[src/sv/env_sensor_advert_decode_average_assert.svh]
// Assertion helpers shared by the decoder modules.
`ifndef ENV_SENSOR_ADVERT_DECODE_AVERAGE_ASSERT_SVH
`define ENV_SENSOR_ADVERT_DECODE_AVERAGE_ASSERT_SVH

// Same-cycle implication, checked outside reset
`define ESAD_ASSERT_IMPL(lbl, clk, rst_n, ante, cons, msg) \
    lbl: assert property (@(posedge clk) disable iff (!(rst_n)) (ante) |-> (cons)) \
        else $error(msg);

// Next-cycle implication, checked outside reset
`define ESAD_ASSERT_NEXT(lbl, clk, rst_n, ante, cons, msg) \
    lbl: assert property (@(posedge clk) disable iff (!(rst_n)) (ante) |=> (cons)) \
        else $error(msg);

`endif

[src/sv/esad_pkg.sv]
`default_nettype none

package esad_pkg;

    // Parameter defaults
    localparam int MIN_PACKET_BYTES_DEF = 24;
    localparam int COUNT_BITS_DEF       = 16;
    localparam int QUEUE_DEPTH_DEF      = 2;

    // Packet layout
    localparam logic [7:0] HDR0 = 8'h99;
    localparam logic [7:0] HDR1 = 8'h04;
    localparam logic [7:0] HDR2 = 8'h05;
    localparam logic [4:0] IDX_HDR0        = 5'd0;
    localparam logic [4:0] IDX_HDR1        = 5'd1;
    localparam logic [4:0] IDX_HDR2        = 5'd2;
    localparam logic [4:0] IDX_FIELD_FIRST = 5'd3;
    localparam logic [4:0] IDX_FIELD_LAST  = 5'd8;
    localparam logic [4:0] INDEX_MAX       = 5'd31;

    localparam logic [16:0] PRESSURE_OFFSET = 17'd50000;

    // Quotient width: every average fits in 17 bits
    localparam int AVG_BITS = 17;

    typedef enum logic [1:0] {
        ST_OK     = 2'd0,
        ST_SHORT  = 2'd1,
        ST_HEADER = 2'd2,
        ST_ADDR   = 2'd3
    } status_t;

    typedef enum logic {
        ACT_DATA  = 1'b0,
        ACT_CLEAR = 1'b1
    } action_t;

    // Per-packet report fields that do not depend on the count width
    typedef struct packed {
        status_t            status;
        logic signed [15:0] temp;
        logic [15:0]        hum;
        logic [16:0]        press;
    } last_vals_t;

endpackage

`default_nettype wire

[src/sv/esad_fifo.sv]
`default_nettype none

`include "env_sensor_advert_decode_average_assert.svh"

module esad_fifo #(
    parameter int WIDTH = 8,
    parameter int DEPTH = esad_pkg::QUEUE_DEPTH_DEF
) (
    input  wire logic             aclk,
    input  wire logic             aresetn,
    input  wire logic             push,
    input  wire logic [WIDTH-1:0] wr_data,
    input  wire logic             pop,
    output logic      [WIDTH-1:0] rd_data,
    output logic                  full,
    output logic                  empty
);

    localparam int PW = (DEPTH > 1) ? $clog2(DEPTH) : 1;
    localparam int CW = $clog2(DEPTH + 1);

    logic [WIDTH-1:0] mem_reg [DEPTH];
    logic [PW-1:0]    wr_ptr_reg;
    logic [PW-1:0]    rd_ptr_reg;
    logic [CW-1:0]    count_reg;

    assign full    = (count_reg == CW'(DEPTH));
    assign empty   = (count_reg == '0);
    assign rd_data = mem_reg[rd_ptr_reg];

    // Store entries
    always_ff @(posedge aclk) begin
        if (push) begin
            mem_reg[wr_ptr_reg] <= wr_data;
        end
    end

    // Advance pointers and occupancy
    always_ff @(posedge aclk) begin
        if (!aresetn) begin
            wr_ptr_reg <= '0;
            rd_ptr_reg <= '0;
            count_reg  <= '0;
        end else begin
            if (push) begin
                wr_ptr_reg <= (wr_ptr_reg == PW'(DEPTH - 1)) ? '0 : wr_ptr_reg + 1'b1;
            end
            if (pop) begin
                rd_ptr_reg <= (rd_ptr_reg == PW'(DEPTH - 1)) ? '0 : rd_ptr_reg + 1'b1;
            end
            if (push && !pop) begin
                count_reg <= count_reg + 1'b1;
            end else if (pop && !push) begin
                count_reg <= count_reg - 1'b1;
            end
        end
    end

    `ESAD_ASSERT_IMPL(a_no_overflow, aclk, aresetn, push && !pop, !full, "queue overflow")
    `ESAD_ASSERT_IMPL(a_no_underflow, aclk, aresetn, pop, !empty, "queue underflow")

endmodule

`default_nettype wire

[src/sv/esad_front.sv]
`default_nettype none

module esad_front #(
    parameter int MIN_PACKET_BYTES = esad_pkg::MIN_PACKET_BYTES_DEF,
    parameter int COUNT_BITS       = esad_pkg::COUNT_BITS_DEF,
    parameter int SUM_W            = esad_pkg::AVG_BITS + esad_pkg::COUNT_BITS_DEF
) (
    input  wire logic                     aclk,
    input  wire logic                     aresetn,
    input  wire logic [47:0]              allowed_mac,
    input  wire logic                     in_valid,
    output logic                          in_ready,
    input  wire logic                     action,
    input  wire logic [7:0]               data_byte,
    input  wire logic                     byte_last,
    input  wire logic [47:0]              source_mac,
    input  wire logic                     q_full,
    output logic                          q_push,
    output esad_pkg::last_vals_t          q_last,
    output logic [COUNT_BITS-1:0]         q_count,
    output logic signed [SUM_W-1:0]       q_temp_sum,
    output logic [SUM_W-1:0]              q_hum_sum,
    output logic [SUM_W-1:0]              q_press_sum
);

    logic [4:0]                  byte_index_reg, byte_index_next;
    logic                        header_ok_reg, header_ok_next;
    logic [47:0]                 fields_reg, fields_next;
    logic signed [15:0]          last_temp_reg, last_temp_next;
    logic [15:0]                 last_hum_reg, last_hum_next;
    logic [16:0]                 last_press_reg, last_press_next;
    logic signed [SUM_W-1:0]     temp_sum_reg, temp_sum_next;
    logic [SUM_W-1:0]            hum_sum_reg, hum_sum_next;
    logic [SUM_W-1:0]            press_sum_reg, press_sum_next;
    logic [COUNT_BITS-1:0]       count_reg, count_next;

    logic                        accept;
    logic                        is_clear;
    logic                        hdr_bad;
    logic                        hdr_upd;
    logic [47:0]                 fields_upd;
    logic signed [15:0]          t_val;
    logic [15:0]                 h_val;
    logic [16:0]                 p_val;
    esad_pkg::status_t           status;
    logic                        take;

    assign in_ready = !q_full;
    assign accept   = in_valid && in_ready;
    assign is_clear = (action == esad_pkg::ACT_CLEAR);
    assign q_push   = accept && !is_clear && byte_last;

    // Check header bytes and collect the value bytes
    always_comb begin
        hdr_bad = ((byte_index_reg == esad_pkg::IDX_HDR0) && (data_byte != esad_pkg::HDR0))
               || ((byte_index_reg == esad_pkg::IDX_HDR1) && (data_byte != esad_pkg::HDR1))
               || ((byte_index_reg == esad_pkg::IDX_HDR2) && (data_byte != esad_pkg::HDR2));
        hdr_upd = header_ok_reg && !hdr_bad;
        if ((byte_index_reg >= esad_pkg::IDX_FIELD_FIRST)
                && (byte_index_reg <= esad_pkg::IDX_FIELD_LAST)) begin
            fields_upd = {fields_reg[39:0], data_byte};
        end else begin
            fields_upd = fields_reg;
        end
        t_val = fields_upd[47:32];
        h_val = fields_upd[31:16];
        p_val = {1'b0, fields_upd[15:0]} + esad_pkg::PRESSURE_OFFSET;
    end

    // Classify the packet at its last byte
    always_comb begin
        if (byte_index_reg < 5'(MIN_PACKET_BYTES - 1)) begin
            status = esad_pkg::ST_SHORT;
        end else if (!hdr_upd) begin
            status = esad_pkg::ST_HEADER;
        end else if (source_mac != allowed_mac) begin
            status = esad_pkg::ST_ADDR;
        end else begin
            status = esad_pkg::ST_OK;
        end
        take = (status == esad_pkg::ST_OK);
    end

    // Next state for data bytes, last bytes and clears
    always_comb begin
        byte_index_next = byte_index_reg;
        header_ok_next  = header_ok_reg;
        fields_next     = fields_reg;
        last_temp_next  = last_temp_reg;
        last_hum_next   = last_hum_reg;
        last_press_next = last_press_reg;
        temp_sum_next   = temp_sum_reg;
        hum_sum_next    = hum_sum_reg;
        press_sum_next  = press_sum_reg;
        count_next      = count_reg;
        if (is_clear) begin
            temp_sum_next  = '0;
            hum_sum_next   = '0;
            press_sum_next = '0;
            count_next     = '0;
        end else if (byte_last) begin
            byte_index_next = '0;
            header_ok_next  = 1'b1;
            fields_next     = '0;
            if (take) begin
                last_temp_next  = t_val;
                last_hum_next   = h_val;
                last_press_next = p_val;
                if (count_reg != '1) begin
                    temp_sum_next  = temp_sum_reg + SUM_W'(t_val);
                    hum_sum_next   = hum_sum_reg + SUM_W'(h_val);
                    press_sum_next = press_sum_reg + SUM_W'(p_val);
                    count_next     = count_reg + 1'b1;
                end
            end
        end else begin
            byte_index_next = (byte_index_reg == esad_pkg::INDEX_MAX)
                            ? esad_pkg::INDEX_MAX : byte_index_reg + 1'b1;
            header_ok_next  = hdr_upd;
            fields_next     = fields_upd;
        end
    end

    // Snapshot handed to the back end
    always_comb begin
        q_last.status = status;
        q_last.temp   = last_temp_next;
        q_last.hum    = last_hum_next;
        q_last.press  = last_press_next;
        q_count       = count_next;
        q_temp_sum    = temp_sum_next;
        q_hum_sum     = hum_sum_next;
        q_press_sum   = press_sum_next;
    end

    // Update parser and accumulator state on each transfer
    always_ff @(posedge aclk) begin
        if (!aresetn) begin
            byte_index_reg <= '0;
            header_ok_reg  <= 1'b1;
            fields_reg     <= '0;
            last_temp_reg  <= '0;
            last_hum_reg   <= '0;
            last_press_reg <= '0;
            temp_sum_reg   <= '0;
            hum_sum_reg    <= '0;
            press_sum_reg  <= '0;
            count_reg      <= '0;
        end else if (accept) begin
            byte_index_reg <= byte_index_next;
            header_ok_reg  <= header_ok_next;
            fields_reg     <= fields_next;
            last_temp_reg  <= last_temp_next;
            last_hum_reg   <= last_hum_next;
            last_press_reg <= last_press_next;
            temp_sum_reg   <= temp_sum_next;
            hum_sum_reg    <= hum_sum_next;
            press_sum_reg  <= press_sum_next;
            count_reg      <= count_next;
        end
    end

endmodule

`default_nettype wire

[src/sv/esad_back.sv]
`default_nettype none

`include "env_sensor_advert_decode_average_assert.svh"

module esad_back #(
    parameter int COUNT_BITS = esad_pkg::COUNT_BITS_DEF,
    parameter int SUM_W      = esad_pkg::AVG_BITS + esad_pkg::COUNT_BITS_DEF
) (
    input  wire logic                  aclk,
    input  wire logic                  aresetn,
    input  wire logic                  q_empty,
    output logic                       q_pop,
    input  wire esad_pkg::last_vals_t  q_last,
    input  wire logic [COUNT_BITS-1:0] q_count,
    input  wire logic [SUM_W-1:0]      q_temp_sum,
    input  wire logic [SUM_W-1:0]      q_hum_sum,
    input  wire logic [SUM_W-1:0]      q_press_sum,
    output logic                       m_valid,
    input  wire logic                  m_ready,
    output logic [1:0]                 m_status,
    output logic signed [15:0]         m_last_temperature,
    output logic [15:0]                m_last_humidity,
    output logic [16:0]                m_last_pressure,
    output logic [15:0]                m_sample_count,
    output logic                       m_avg_valid,
    output logic signed [15:0]         m_avg_temperature,
    output logic [15:0]                m_avg_humidity,
    output logic [16:0]                m_avg_pressure
);

    localparam int QB    = esad_pkg::AVG_BITS;
    localparam int STEPW = $clog2(QB);
    localparam int LANES = 3;

    typedef enum logic [1:0] {
        ST_IDLE,
        ST_DIV,
        ST_DONE
    } state_t;

    state_t                 state_reg;
    logic [STEPW-1:0]       step_reg;
    esad_pkg::last_vals_t   job_last_reg;
    logic [COUNT_BITS-1:0]  job_count_reg;
    logic                   neg_reg;
    logic [COUNT_BITS-1:0]  rem_reg [LANES];
    logic [QB-1:0]          dq_reg  [LANES];

    logic [COUNT_BITS-1:0]  rem_next [LANES];
    logic [QB-1:0]          dq_next  [LANES];
    logic [COUNT_BITS:0]    trial    [LANES];
    logic                   ge       [LANES];
    logic [SUM_W-1:0]       mag      [LANES];
    logic [QB-1:0]          temp_q;
    logic                   out_load;

    logic                   m_valid_reg;
    esad_pkg::last_vals_t   out_last_reg;
    logic [15:0]            out_count_reg;
    logic                   out_avg_valid_reg;
    logic [15:0]            out_avg_temp_reg;
    logic [15:0]            out_avg_hum_reg;
    logic [16:0]            out_avg_press_reg;

    assign q_pop = (state_reg == ST_IDLE) && !q_empty;

    // Load the result once the previous one has been taken
    assign out_load = (state_reg == ST_DONE) && (!m_valid_reg || m_ready);

    // Magnitudes of the dividends; the temperature sum is signed
    always_comb begin
        mag[0] = q_temp_sum[SUM_W-1] ? (~q_temp_sum + SUM_W'(1)) : q_temp_sum;
        mag[1] = q_hum_sum;
        mag[2] = q_press_sum;
    end

    // One restoring division step per lane
    always_comb begin
        for (int i = 0; i < LANES; i++) begin
            trial[i]    = {rem_reg[i], dq_reg[i][QB-1]};
            ge[i]       = (trial[i] >= {1'b0, job_count_reg});
            rem_next[i] = ge[i] ? COUNT_BITS'(trial[i] - {1'b0, job_count_reg})
                                : trial[i][COUNT_BITS-1:0];
            dq_next[i]  = {dq_reg[i][QB-2:0], ge[i]};
        end
        temp_q = neg_reg ? (~dq_reg[0] + QB'(1)) : dq_reg[0];
    end

    // Sequencer, divider lanes and output register
    always_ff @(posedge aclk) begin
        if (!aresetn) begin
            state_reg   <= ST_IDLE;
            step_reg    <= '0;
            m_valid_reg <= 1'b0;
        end else begin
            if (out_load) begin
                m_valid_reg <= 1'b1;
            end else if (m_valid_reg && m_ready) begin
                m_valid_reg <= 1'b0;
            end
            case (state_reg)
                ST_IDLE: begin
                    if (!q_empty) begin
                        job_last_reg  <= q_last;
                        job_count_reg <= q_count;
                        neg_reg       <= q_temp_sum[SUM_W-1];
                        for (int i = 0; i < LANES; i++) begin
                            rem_reg[i] <= mag[i][SUM_W-1:QB];
                            dq_reg[i]  <= mag[i][QB-1:0];
                        end
                        step_reg  <= '0;
                        state_reg <= (q_count == '0) ? ST_DONE : ST_DIV;
                    end
                end
                ST_DIV: begin
                    for (int i = 0; i < LANES; i++) begin
                        rem_reg[i] <= rem_next[i];
                        dq_reg[i]  <= dq_next[i];
                    end
                    step_reg <= step_reg + 1'b1;
                    if (step_reg == STEPW'(QB - 1)) begin
                        state_reg <= ST_DONE;
                    end
                end
                ST_DONE: begin
                    if (out_load) begin
                        out_last_reg   <= job_last_reg;
                        out_count_reg  <= 16'(job_count_reg);
                        if (job_count_reg != '0) begin
                            out_avg_valid_reg <= 1'b1;
                            out_avg_temp_reg  <= temp_q[15:0];
                            out_avg_hum_reg   <= dq_reg[1][15:0];
                            out_avg_press_reg <= dq_reg[2][16:0];
                        end else begin
                            out_avg_valid_reg <= 1'b0;
                            out_avg_temp_reg  <= '0;
                            out_avg_hum_reg   <= '0;
                            out_avg_press_reg <= '0;
                        end
                        state_reg <= ST_IDLE;
                    end
                end
                default: begin
                    state_reg <= ST_IDLE;
                end
            endcase
        end
    end

    assign m_valid            = m_valid_reg;
    assign m_status           = out_last_reg.status;
    assign m_last_temperature = out_last_reg.temp;
    assign m_last_humidity    = out_last_reg.hum;
    assign m_last_pressure    = out_last_reg.press;
    assign m_sample_count     = out_count_reg;
    assign m_avg_valid        = out_avg_valid_reg;
    assign m_avg_temperature  = out_avg_temp_reg;
    assign m_avg_humidity     = out_avg_hum_reg;
    assign m_avg_pressure     = out_avg_press_reg;

    `ESAD_ASSERT_IMPL(a_div_nonzero, aclk, aresetn, state_reg == ST_DIV, job_count_reg != '0, "division by zero count")
    `ESAD_ASSERT_NEXT(a_div_ends, aclk, aresetn, (state_reg == ST_DIV) && (step_reg == STEPW'(QB - 1)), state_reg == ST_DONE, "division did not finish")

endmodule

`default_nettype wire

[src/sv/env_sensor_advert_decode_average.sv]
`default_nettype none

// Channel  | Handshake         | Payload
// ---------+-------------------+--------------------------------------------------
// input    | s_valid / s_ready | s_action, s_data_byte, s_byte_last, s_source_mac
// result   | m_valid / m_ready | m_status, last values, m_sample_count, averages
// config   | cfg_wr_en         | cfg_wr_data (allowed sender address)
//
// Bytes are taken one per cycle while the packet queue has room.
// The back end takes one packet at a time from the queue and runs it through
// three parallel restoring dividers (one quotient bit each cycle), then loads
// the result register; a packet with zero count skips the divider.
// Reset is synchronous, active low; s_ready stalls only on a full queue.

module env_sensor_advert_decode_average #(
    parameter int MIN_PACKET_BYTES = esad_pkg::MIN_PACKET_BYTES_DEF,
    parameter int COUNT_BITS       = esad_pkg::COUNT_BITS_DEF,
    parameter int QUEUE_DEPTH      = esad_pkg::QUEUE_DEPTH_DEF
) (
    input  wire logic               aclk,
    input  wire logic               aresetn,
    input  wire logic               cfg_wr_en,
    input  wire logic [47:0]        cfg_wr_data,
    input  wire logic               s_valid,
    output logic                    s_ready,
    input  wire logic               s_action,
    input  wire logic [7:0]         s_data_byte,
    input  wire logic               s_byte_last,
    input  wire logic [47:0]        s_source_mac,
    output logic                    m_valid,
    input  wire logic               m_ready,
    output logic [1:0]              m_status,
    output logic signed [15:0]      m_last_temperature,
    output logic [15:0]             m_last_humidity,
    output logic [16:0]             m_last_pressure,
    output logic [15:0]             m_sample_count,
    output logic                    m_avg_valid,
    output logic signed [15:0]      m_avg_temperature,
    output logic [15:0]             m_avg_humidity,
    output logic [16:0]             m_avg_pressure
);

    localparam int SUM_W   = esad_pkg::AVG_BITS + COUNT_BITS;
    localparam int LAST_W  = $bits(esad_pkg::last_vals_t);
    localparam int ENTRY_W = LAST_W + COUNT_BITS + 3 * SUM_W;

    logic [47:0]             allowed_mac_reg;

    logic                    q_push;
    logic                    q_pop;
    logic                    q_full;
    logic                    q_empty;
    logic [ENTRY_W-1:0]      q_wr_data;
    logic [ENTRY_W-1:0]      q_rd_data;

    esad_pkg::last_vals_t    f_last;
    logic [COUNT_BITS-1:0]   f_count;
    logic signed [SUM_W-1:0] f_temp_sum;
    logic [SUM_W-1:0]        f_hum_sum;
    logic [SUM_W-1:0]        f_press_sum;

    esad_pkg::last_vals_t    b_last;
    logic [COUNT_BITS-1:0]   b_count;
    logic [SUM_W-1:0]        b_temp_sum;
    logic [SUM_W-1:0]        b_hum_sum;
    logic [SUM_W-1:0]        b_press_sum;

    // Hold the allowed sender address
    always_ff @(posedge aclk) begin
        if (!aresetn) begin
            allowed_mac_reg <= '0;
        end else if (cfg_wr_en) begin
            allowed_mac_reg <= cfg_wr_data;
        end
    end

    esad_front #(
        .MIN_PACKET_BYTES (MIN_PACKET_BYTES),
        .COUNT_BITS       (COUNT_BITS),
        .SUM_W            (SUM_W)
    ) u_front (
        .aclk        (aclk),
        .aresetn     (aresetn),
        .allowed_mac (allowed_mac_reg),
        .in_valid    (s_valid),
        .in_ready    (s_ready),
        .action      (s_action),
        .data_byte   (s_data_byte),
        .byte_last   (s_byte_last),
        .source_mac  (s_source_mac),
        .q_full      (q_full),
        .q_push      (q_push),
        .q_last      (f_last),
        .q_count     (f_count),
        .q_temp_sum  (f_temp_sum),
        .q_hum_sum   (f_hum_sum),
        .q_press_sum (f_press_sum)
    );

    // Pack and unpack queue entries
    assign q_wr_data = {f_last, f_count, f_temp_sum, f_hum_sum, f_press_sum};
    assign {b_last, b_count, b_temp_sum, b_hum_sum, b_press_sum} = q_rd_data;

    esad_fifo #(
        .WIDTH (ENTRY_W),
        .DEPTH (QUEUE_DEPTH)
    ) u_fifo (
        .aclk    (aclk),
        .aresetn (aresetn),
        .push    (q_push),
        .wr_data (q_wr_data),
        .pop     (q_pop),
        .rd_data (q_rd_data),
        .full    (q_full),
        .empty   (q_empty)
    );

    esad_back #(
        .COUNT_BITS (COUNT_BITS),
        .SUM_W      (SUM_W)
    ) u_back (
        .aclk               (aclk),
        .aresetn            (aresetn),
        .q_empty            (q_empty),
        .q_pop              (q_pop),
        .q_last             (b_last),
        .q_count            (b_count),
        .q_temp_sum         (b_temp_sum),
        .q_hum_sum          (b_hum_sum),
        .q_press_sum        (b_press_sum),
        .m_valid            (m_valid),
        .m_ready            (m_ready),
        .m_status           (m_status),
        .m_last_temperature (m_last_temperature),
        .m_last_humidity    (m_last_humidity),
        .m_last_pressure    (m_last_pressure),
        .m_sample_count     (m_sample_count),
        .m_avg_valid        (m_avg_valid),
        .m_avg_temperature  (m_avg_temperature),
        .m_avg_humidity     (m_avg_humidity),
        .m_avg_pressure     (m_avg_pressure)
    );

endmodule

`default_nettype wire
[config.mk]
export PLATFORM = sky130hd
export DESIGN_NAME = env_sensor_advert_decode_average
export DESIGN_NICKNAME = d
export VERILOG_FILES = /design/src/sv/esad_pkg.sv /design/src/sv/esad_fifo.sv /design/src/sv/esad_front.sv /design/src/sv/esad_back.sv /design/src/sv/env_sensor_advert_decode_average.sv
export VERILOG_INCLUDE_DIRS = /design/src /design/src/sv
export SDC_FILE = /design/constraint.sdc
export NUM_CORES = 2
export LEC_CHECK = 0
export BUFFER_PORTS_ARGS = -buffer_cell sky130_fd_sc_hd__buf_2
export CAP_MARGIN = 20
export CORE_MARGIN = 2
export CORE_UTILIZATION = 25
export CTS_CLUSTER_DIAMETER = 40
export CTS_CLUSTER_SIZE = 10
export DETAILED_ROUTE_END_ITERATION = 16
export GPL_TIMING_DRIVEN = 0
export HOLD_SLACK_MARGIN = 0.15
export PLACE_DENSITY = 0.38
export SLEW_MARGIN = 20
export SYNTH_ARGS = -nofsm -noshare
export SYNTH_HDL_FRONTEND = slang
export SYNTH_SLANG_ARGS = --single-unit
[constraint.sdc]
create_clock -name aclk -period 13.71 [get_ports aclk]
set_clock_uncertainty 0.2 [all_clocks]
set_input_delay 0.6855 -clock aclk [delete_from_list [all_inputs] [get_ports aclk]]
set_output_delay 0.6855 -clock aclk [all_outputs]
set_load 0.02 [all_outputs]
== Word level (Yosys, flattened, before mapping) ==
Memories as Yosys holds them, arrays and structs flattened. A register that Yosys moved wholly into a read port is not among the register bits.
Cells that the tools add are included.
Storage, ports and cells
  register bits after elaboration: 463
  RAM bits: 431
  input bits: 111
  word-level logic and storage cells: 188
  memories kept: 3
Memories
  u_fifo.mem_reg: depth 2, bits a word 166, rd ports 1, clocked after Yosys merged registers in 1, write ports 1, line esad_fifo.sv:22  | logic [WIDTH-1:0] mem_reg [DEPTH];
  u_back.dq_reg: depth 3, bits a word 17, rd ports 3, clocked after Yosys merged registers in 0, write ports 3, line esad_back.sv:47  | logic [QB-1:0] dq_reg [LANES];
  u_back.rem_reg: depth 3, bits a word 16, rd ports 3, clocked after Yosys merged registers in 0, write ports 3, line esad_back.sv:46  | logic [COUNT_BITS-1:0] rem_reg [LANES];
Operators by class
  add/sub/neg operators: 16
  magnitude comparators: 6
  equality and inequality tests: 15
  muxes and demuxes: 69
  bitwise operators: 10
  reduce and logical (&&, ||, !) cells: 37
Operators with widths (count)
  two-way mux 33 bit: 13
  two-way mux 16 bit: 17
  two-way mux 17 bit: 6
  two-way mux 48 bit: 2
  adder 33 x 16 -> 33 bit: 2
  >= comparator 17 x 16 -> 1 bit: 3
  inequality test 48 bit: 1
  subtractor 16 bit: 3
  adder 33 x 1 -> 33 bit, second input constant: 1
  adder 33 x 17 -> 33 bit: 1
  inverter 33 bit: 1
  adder 16 x 1 -> 16 bit, second input constant: 2
  two-way mux 2 bit: 9
  adder 16 x 16 -> 17 bit, second input constant: 1
  two-way mux 1 bit: 17
  logical NOT 16 bit: 1
  inequality test 16 bit, second input constant: 1
  inequality test 8 x 3 -> 1 bit, second input constant: 2
  inverter 16 bit: 1
  nonzero test 16 bit: 1
  two-way mux 5 bit: 3
  logical AND 1 bit: 13
  adder 5 x 1 -> 5 bit, second input constant: 2
  equality test 5 bit, second input constant: 2
  other kinds (24): 48

== Longest topological paths before layout ==
  depth after elaboration: 12
  depth in mapped cells: 22
  gate-level depth less buffers: 21

== Modules after synthesis ==
A second synthesis with hierarchy kept.
Second synthesis, totals
  cell total of the unflattened synthesis: 3948
  area total of the unflattened synthesis: 43868.3 um2
Modules (own cells, without submodules)
  esad_front: instances 1, cells each 2060, area each 15487.4 um2, seq. area each 4364.2 um2
  esad_back: instances 1, cells each 1195, area each 14295.0 um2, seq. area each 8688.3 um2
  esad_fifo: instances 1, cells each 538, area each 12240.5 um2, seq. area each 10069.7 um2
  env_sensor_advert_decode_average: instances 1, cells each 155, area each 1845.5 um2, seq. area each 960.9 um2

== Least setup slack after synthesis ==
OpenSTA, ideal clock, no wires.
  path type: input to register
  start point: in aresetn
  end point: reg u_back.out_avg_hum_reg[0], in the netlist u_back.m_avg_humidity[0] (enable)
  arrival: 9912 ps
  data required time: 12750 ps
  path slack: 2837 ps
  stages: 5
  cell sequence: clkbuf_1 inv_1 clkbuf_1 buf_1 nor3b_1
On the way
  word-level cells in the longest chain between the ends: 1
RTL lines
  start, declared: line env_sensor_advert_decode_average.sv:21  | input wire logic aresetn,
  AND reduction 3 bit (no line)
  end signal, assigned: line esad_back.sv:132  | out_avg_hum_reg <= dq_reg[1][15:0];
  end, declared: line esad_back.sv:62  | logic [15:0] out_avg_hum_reg;
No other way between the ends.
A chain may end at the register's enable or synchronous reset.

== Worst setup path after layout ==
  start point: reg u_front.byte_index_reg[0]
  end point: mem u_fifo.mem_reg[1][57] in the netlist's numbering, data pin
On the way
  word-level cells in the longest chain between the ends: 12
  elaborated cells between the ends (all ways): 23
  classes of those cells: add/sub: 1; order compare: 3; eq/ne: 2; mux: 7; reduce/logical: 10
RTL lines
  start, declared: line esad_front.sv:26  | logic [4:0] byte_index_reg, byte_index_next;
  start signal, assigned: line esad_front.sv:150  | byte_index_reg <= byte_index_next;
  branches (longest 9 deep; another with adder 33 x 16 -> 33 bit)
  two-way mux 33 bit (*): line esad_front.sv:105  | if (take) begin
  two-way mux 33 bit (*): line esad_front.sv:101  | end else if (byte_last) begin
  two-way mux 33 bit (*): line esad_front.sv:96  | if (is_clear) begin
  named net f_hum_sum[24]: line env_sensor_advert_decode_average.sv:59  | logic [SUM_W-1:0] f_hum_sum;
  end, declared: line esad_fifo.sv:22
Mark *: on every way through the listed nets, which the timed path passes.

==> impl_metrics.tcl <==
set metrics [dict create \
    die-area_um2 176000 \
    tritoncts "yes" \
    ios 230 \
    track_usage_pct 16.6 \
    fmax_mhz 134 \
    ir_drop_v 0.000138 \
    vias 31786 \
    hold_viol 0 \
    final.period_utilization_pct 54.4 \
    netlist.area_leader.share_pct 43.0 \
    cap_viol_max_count 0 \
    hold_depth 0 \
    yosys-top-cells-area "edfxtp_1 (43%), dfxtp_1 (13%), mux2i_1 (4.7%)" \
    grt_max_degree 51 \
    initial_core_util_pct 25.1 \
    powerDensity_nw_per_um2 178 \
    rows 152 \
    overflow 0 \
    synth_edf_count 616 \
    slew_viol_final 0 \
    core_um2 171000 \
    cp_common_cell "ha_1" \
    hold_path_class "reg2reg" \
    post_cts_buffers 0 \
    cts_buffers 183 \
    cts-resized-gates 0 \
    yosys.area.top_type "edfxtp_1" \
    syn_nets 4134 \
    critical-path-top-delay-family "compound AO/OA/AOI/OAI gates" \
    synth_ff_type "edfxtp_1" \
    grt_pass1_vias 32012 \
    dpl.hpwl_um 109000 \
    synthCells 3893 \
    htree_num_levels 4 \
    status "complete, no violations" \
    yosysUniqueCellTypes 80 \
    cp_max_fo 10 \
    die_y_um 419 \
    drive_gt1_share_pct 15.8 \
    period_needed_ns 7.46 \
    rsz0062_at_grt "no" \
    post-route-drc-count 0 \
    critPathRequiredTime_ns 14.01 \
    final.fill_count 17512 \
    netlist_area_um2 43100 \
    tightestPinTransition_ns 1.07 \
    ys_seq_area_share_pct 55.9 \
    cts.clk_slew.worst_paths_ns 0.05 \
    cp_slowest_stage_delay_ns 0.82 \
    viasPerCell 4.63 \
    port_buffers 226 \
    cts_buffer_depth 3 \
    finalSetupTns_ns 0 \
    cp.arrival_ns 7.76 \
    slowest_stage "o41ai_1" \
    finalWirelength_um 147000 \
    grt_pass1_wl_um 215000 \
    syn_to_final_growth_pct 26.8 \
    rr_endpoint "u_fifo.mem_reg[1][57]" \
    path_cells "ha_1 > nor3_1 > a221o_1 > clkbuf_1 > buf_2 > buf_1 > mux2i_1 > inv_1 > ha_1 > fa_1 > a21o_1 > a21oi_1 > o21ai_0 > nand3_1 > o22ai_1 > o41ai_1 > a211oi_2 > buf_4 > and3_1 > xnor2_1 > nor2_1" \
    reg2reg_from "u_front.byte_index_reg[0]" \
    worstHoldStart "u_back.job_last_reg[48]" \
    largest_reg_flops 332 \
    slew_headroom_pct 28.6 \
    syn-mean-instance-area_um2 11.1 \
    die_width_um 419 \
    ys_ff_latch 895 \
    drt-initial-drc-count 2002 \
    async_reset_ff_share_pct 0 \
    rrSetupSlack_ns 6.25 \
    worst_slack_ns 6.25 \
    clockRootBuffer "clkbuf_16" \
    postRouteAntennaNets 0 \
    pre_cts_ws_ns 6.29 \
    power_leakage_nw 20.2 \
    worstSetupPathType "reg2reg" \
    gp_congestion 0.873 \
    firstDrtPassIters 5 \
    synth-warning-count 0 \
    hold_end "u_back.m_last_temperature[15]" \
    setup_viol 0 \
    clock_sinks 895 \
    endpoint_kind "flop" \
    wl_per_cell_um 21.4 \
    antenna_found_initial 8 \
    nNetsFinal 4632 \
    start_kind "flop" \
    r2r_cells 21 \
    crit_buf_inv 5 \
    insertion_delay_ns 0.81 \
]
stage by stage:
step / cells / util (%) / hold WS [ns] / cell area (um2) / total power [W]
floorplan: 3893 / - / 0.200 / 43100 / 0.00460
global placement: 6429 / 27.5 / 0.204 / 47100 / 0.00526
detailed placement: 6460 / 27.8 / 0.205 / 47600 / 0.00524
CTS: 6859 / 31.8 / 0.182 / 54600 / 0.00990
global route: 6860 / 31.8 / 0.213 / 54600 / 0.0102
finish: 6863 / 31.9 / 0.214 / 54600 / 0.00974
area by class of cell:
| type | instances | area, um2 | share of cell area (%) |
|---|---|---|---|
| sequential | 895 | 24100 | 44.1 |
| multi-input combinational | 2683 | 17800 | 32.6 |
| clock buffer | 210 | 4740 | 8.69 |
| tap | 2310 | 2890 | 5.30 |
| timing repair buffer | 313 | 2180 | 4.00 |
| clock inverter | 133 | 1650 | 3.03 |
| buffer | 205 | 813 | 1.49 |
| inverter | 110 | 418 | 0.766 |
| antenna | 4 | 10.0 | 0.0183 |
where the power goes:
part | leakage [nW] | total (W) | switching [W] | internal [W]
registers | 7.71 | 0.00338 | 0.000141 | 0.00324
clock network | 3.06 | 0.00457 | 0.00161 | 0.00295
logic | 9.42 | 0.00180 | 0.00114 | 0.000658
total | 20.2 | 0.00974 | 0.00289 | 0.00685
cells by family after synthesis:
logic type	after synthesis	synth area share [%]
XOR/XNOR	230	4.68
flip-flops	895	55.9
AND/OR/NAND/NOR	1175	12.9
buffers and inverters	315	2.84
multiplexers	285	6.87
AO/OA/AOI/OAI	863	12.9
adder cells (fa/ha/maj)	130	3.88
metal layers:
| layer | track usage [%] | up-vias | wire (um) |
|---|---|---|---|
| met2 | 26.3 | 715 | 66300 |
| met3 | 3.30 | 243 | 6920 |
| met5 | 0 | - | 23 |
| met1 | 22.5 | 15508 | 69800 |
| li1 | - | 15316 | - |
| met4 | 5.32 | 4 | 3900 |
timing repair:
item                                   CTS  global route
endpoints found under the hold margin   57             0
hold buffers                            56             0
setup endpoints to repair                0             0
cell usage in the layout (no fill, tap or decap), types with 30 or more instances in the layout:
cell and instances:
nand3_1 40, or3_1 36, xnor2_1 152, a21o_1 34
a211oi_1 37, mux2i_1 201, a21oi_1 273, o21ai_0 188
mux2_2 84, buf_2 255, nor2_1 313, nor3_1 50
dlygate4sd3_1 56, o211a_1 44, xor2_1 78, a31oi_1 35
clkbuf_1 172, nand2_1 400, inv_1 108, nor2b_1 98
and2_1 58, edfxtp_1 616, dfxtp_1 279, o31ai_1 30
nand4_1 41, a22oi_1 53, and3_1 35, clkbuf_16 183
ha_1 124
worst max-delay path by stage:
stage,startpoint,to,slack (ns),cells after the start
floorplan,aresetn,u_back.m_avg_humidity[0],2.84,5
global placement,aresetn,u_back.m_avg_humidity[1],-5.90,5
detailed placement,u_front.byte_index_reg[0],u_fifo.mem_reg[1][92],6.29,20
CTS,u_front.byte_index_reg[0],u_fifo.mem_reg[1][92],6.25,19
global route,u_front.byte_index_reg[0],u_fifo.mem_reg[1][92],5.84,19
finish,u_front.byte_index_reg[0],u_fifo.mem_reg[1][57],6.25,21
cells in the mapped netlist (all sizes together) (12+ instances only):
cell / count
xor2: 78
o21bai: 12
nand2: 401
nor2: 314
nor3b: 14
a31oi: 36
o21a: 16
a21o: 34
buf: 54
nor2b: 98
xnor2: 152
a22o: 22
o31ai: 31
nor4: 24
o21ai: 192
a21oi: 273
nand4: 41
o211ai: 12
dfxtp: 279
inv: 109
nor3: 52
edfxtp: 616
a21boi: 27
and2: 58
and3: 36
nand2b: 26
nand3: 40
ha: 124
a22oi: 53
mux2i: 201
o211a: 44
clkbuf: 151
or3: 36
a211oi: 38
mux2: 84
worst reg2reg max path, delay by kind of cell (launching register included):
family          cells  cell delay, ns
fa+ha+maj           3            0.98
xor+xnor            1            0.22
buf+inv             5            1.92
compound gates      7            2.14
simple gates        4            0.86
mux                 1            0.50
flops               1            0.36
No activity file was read; power rests on OpenSTA's default activity.
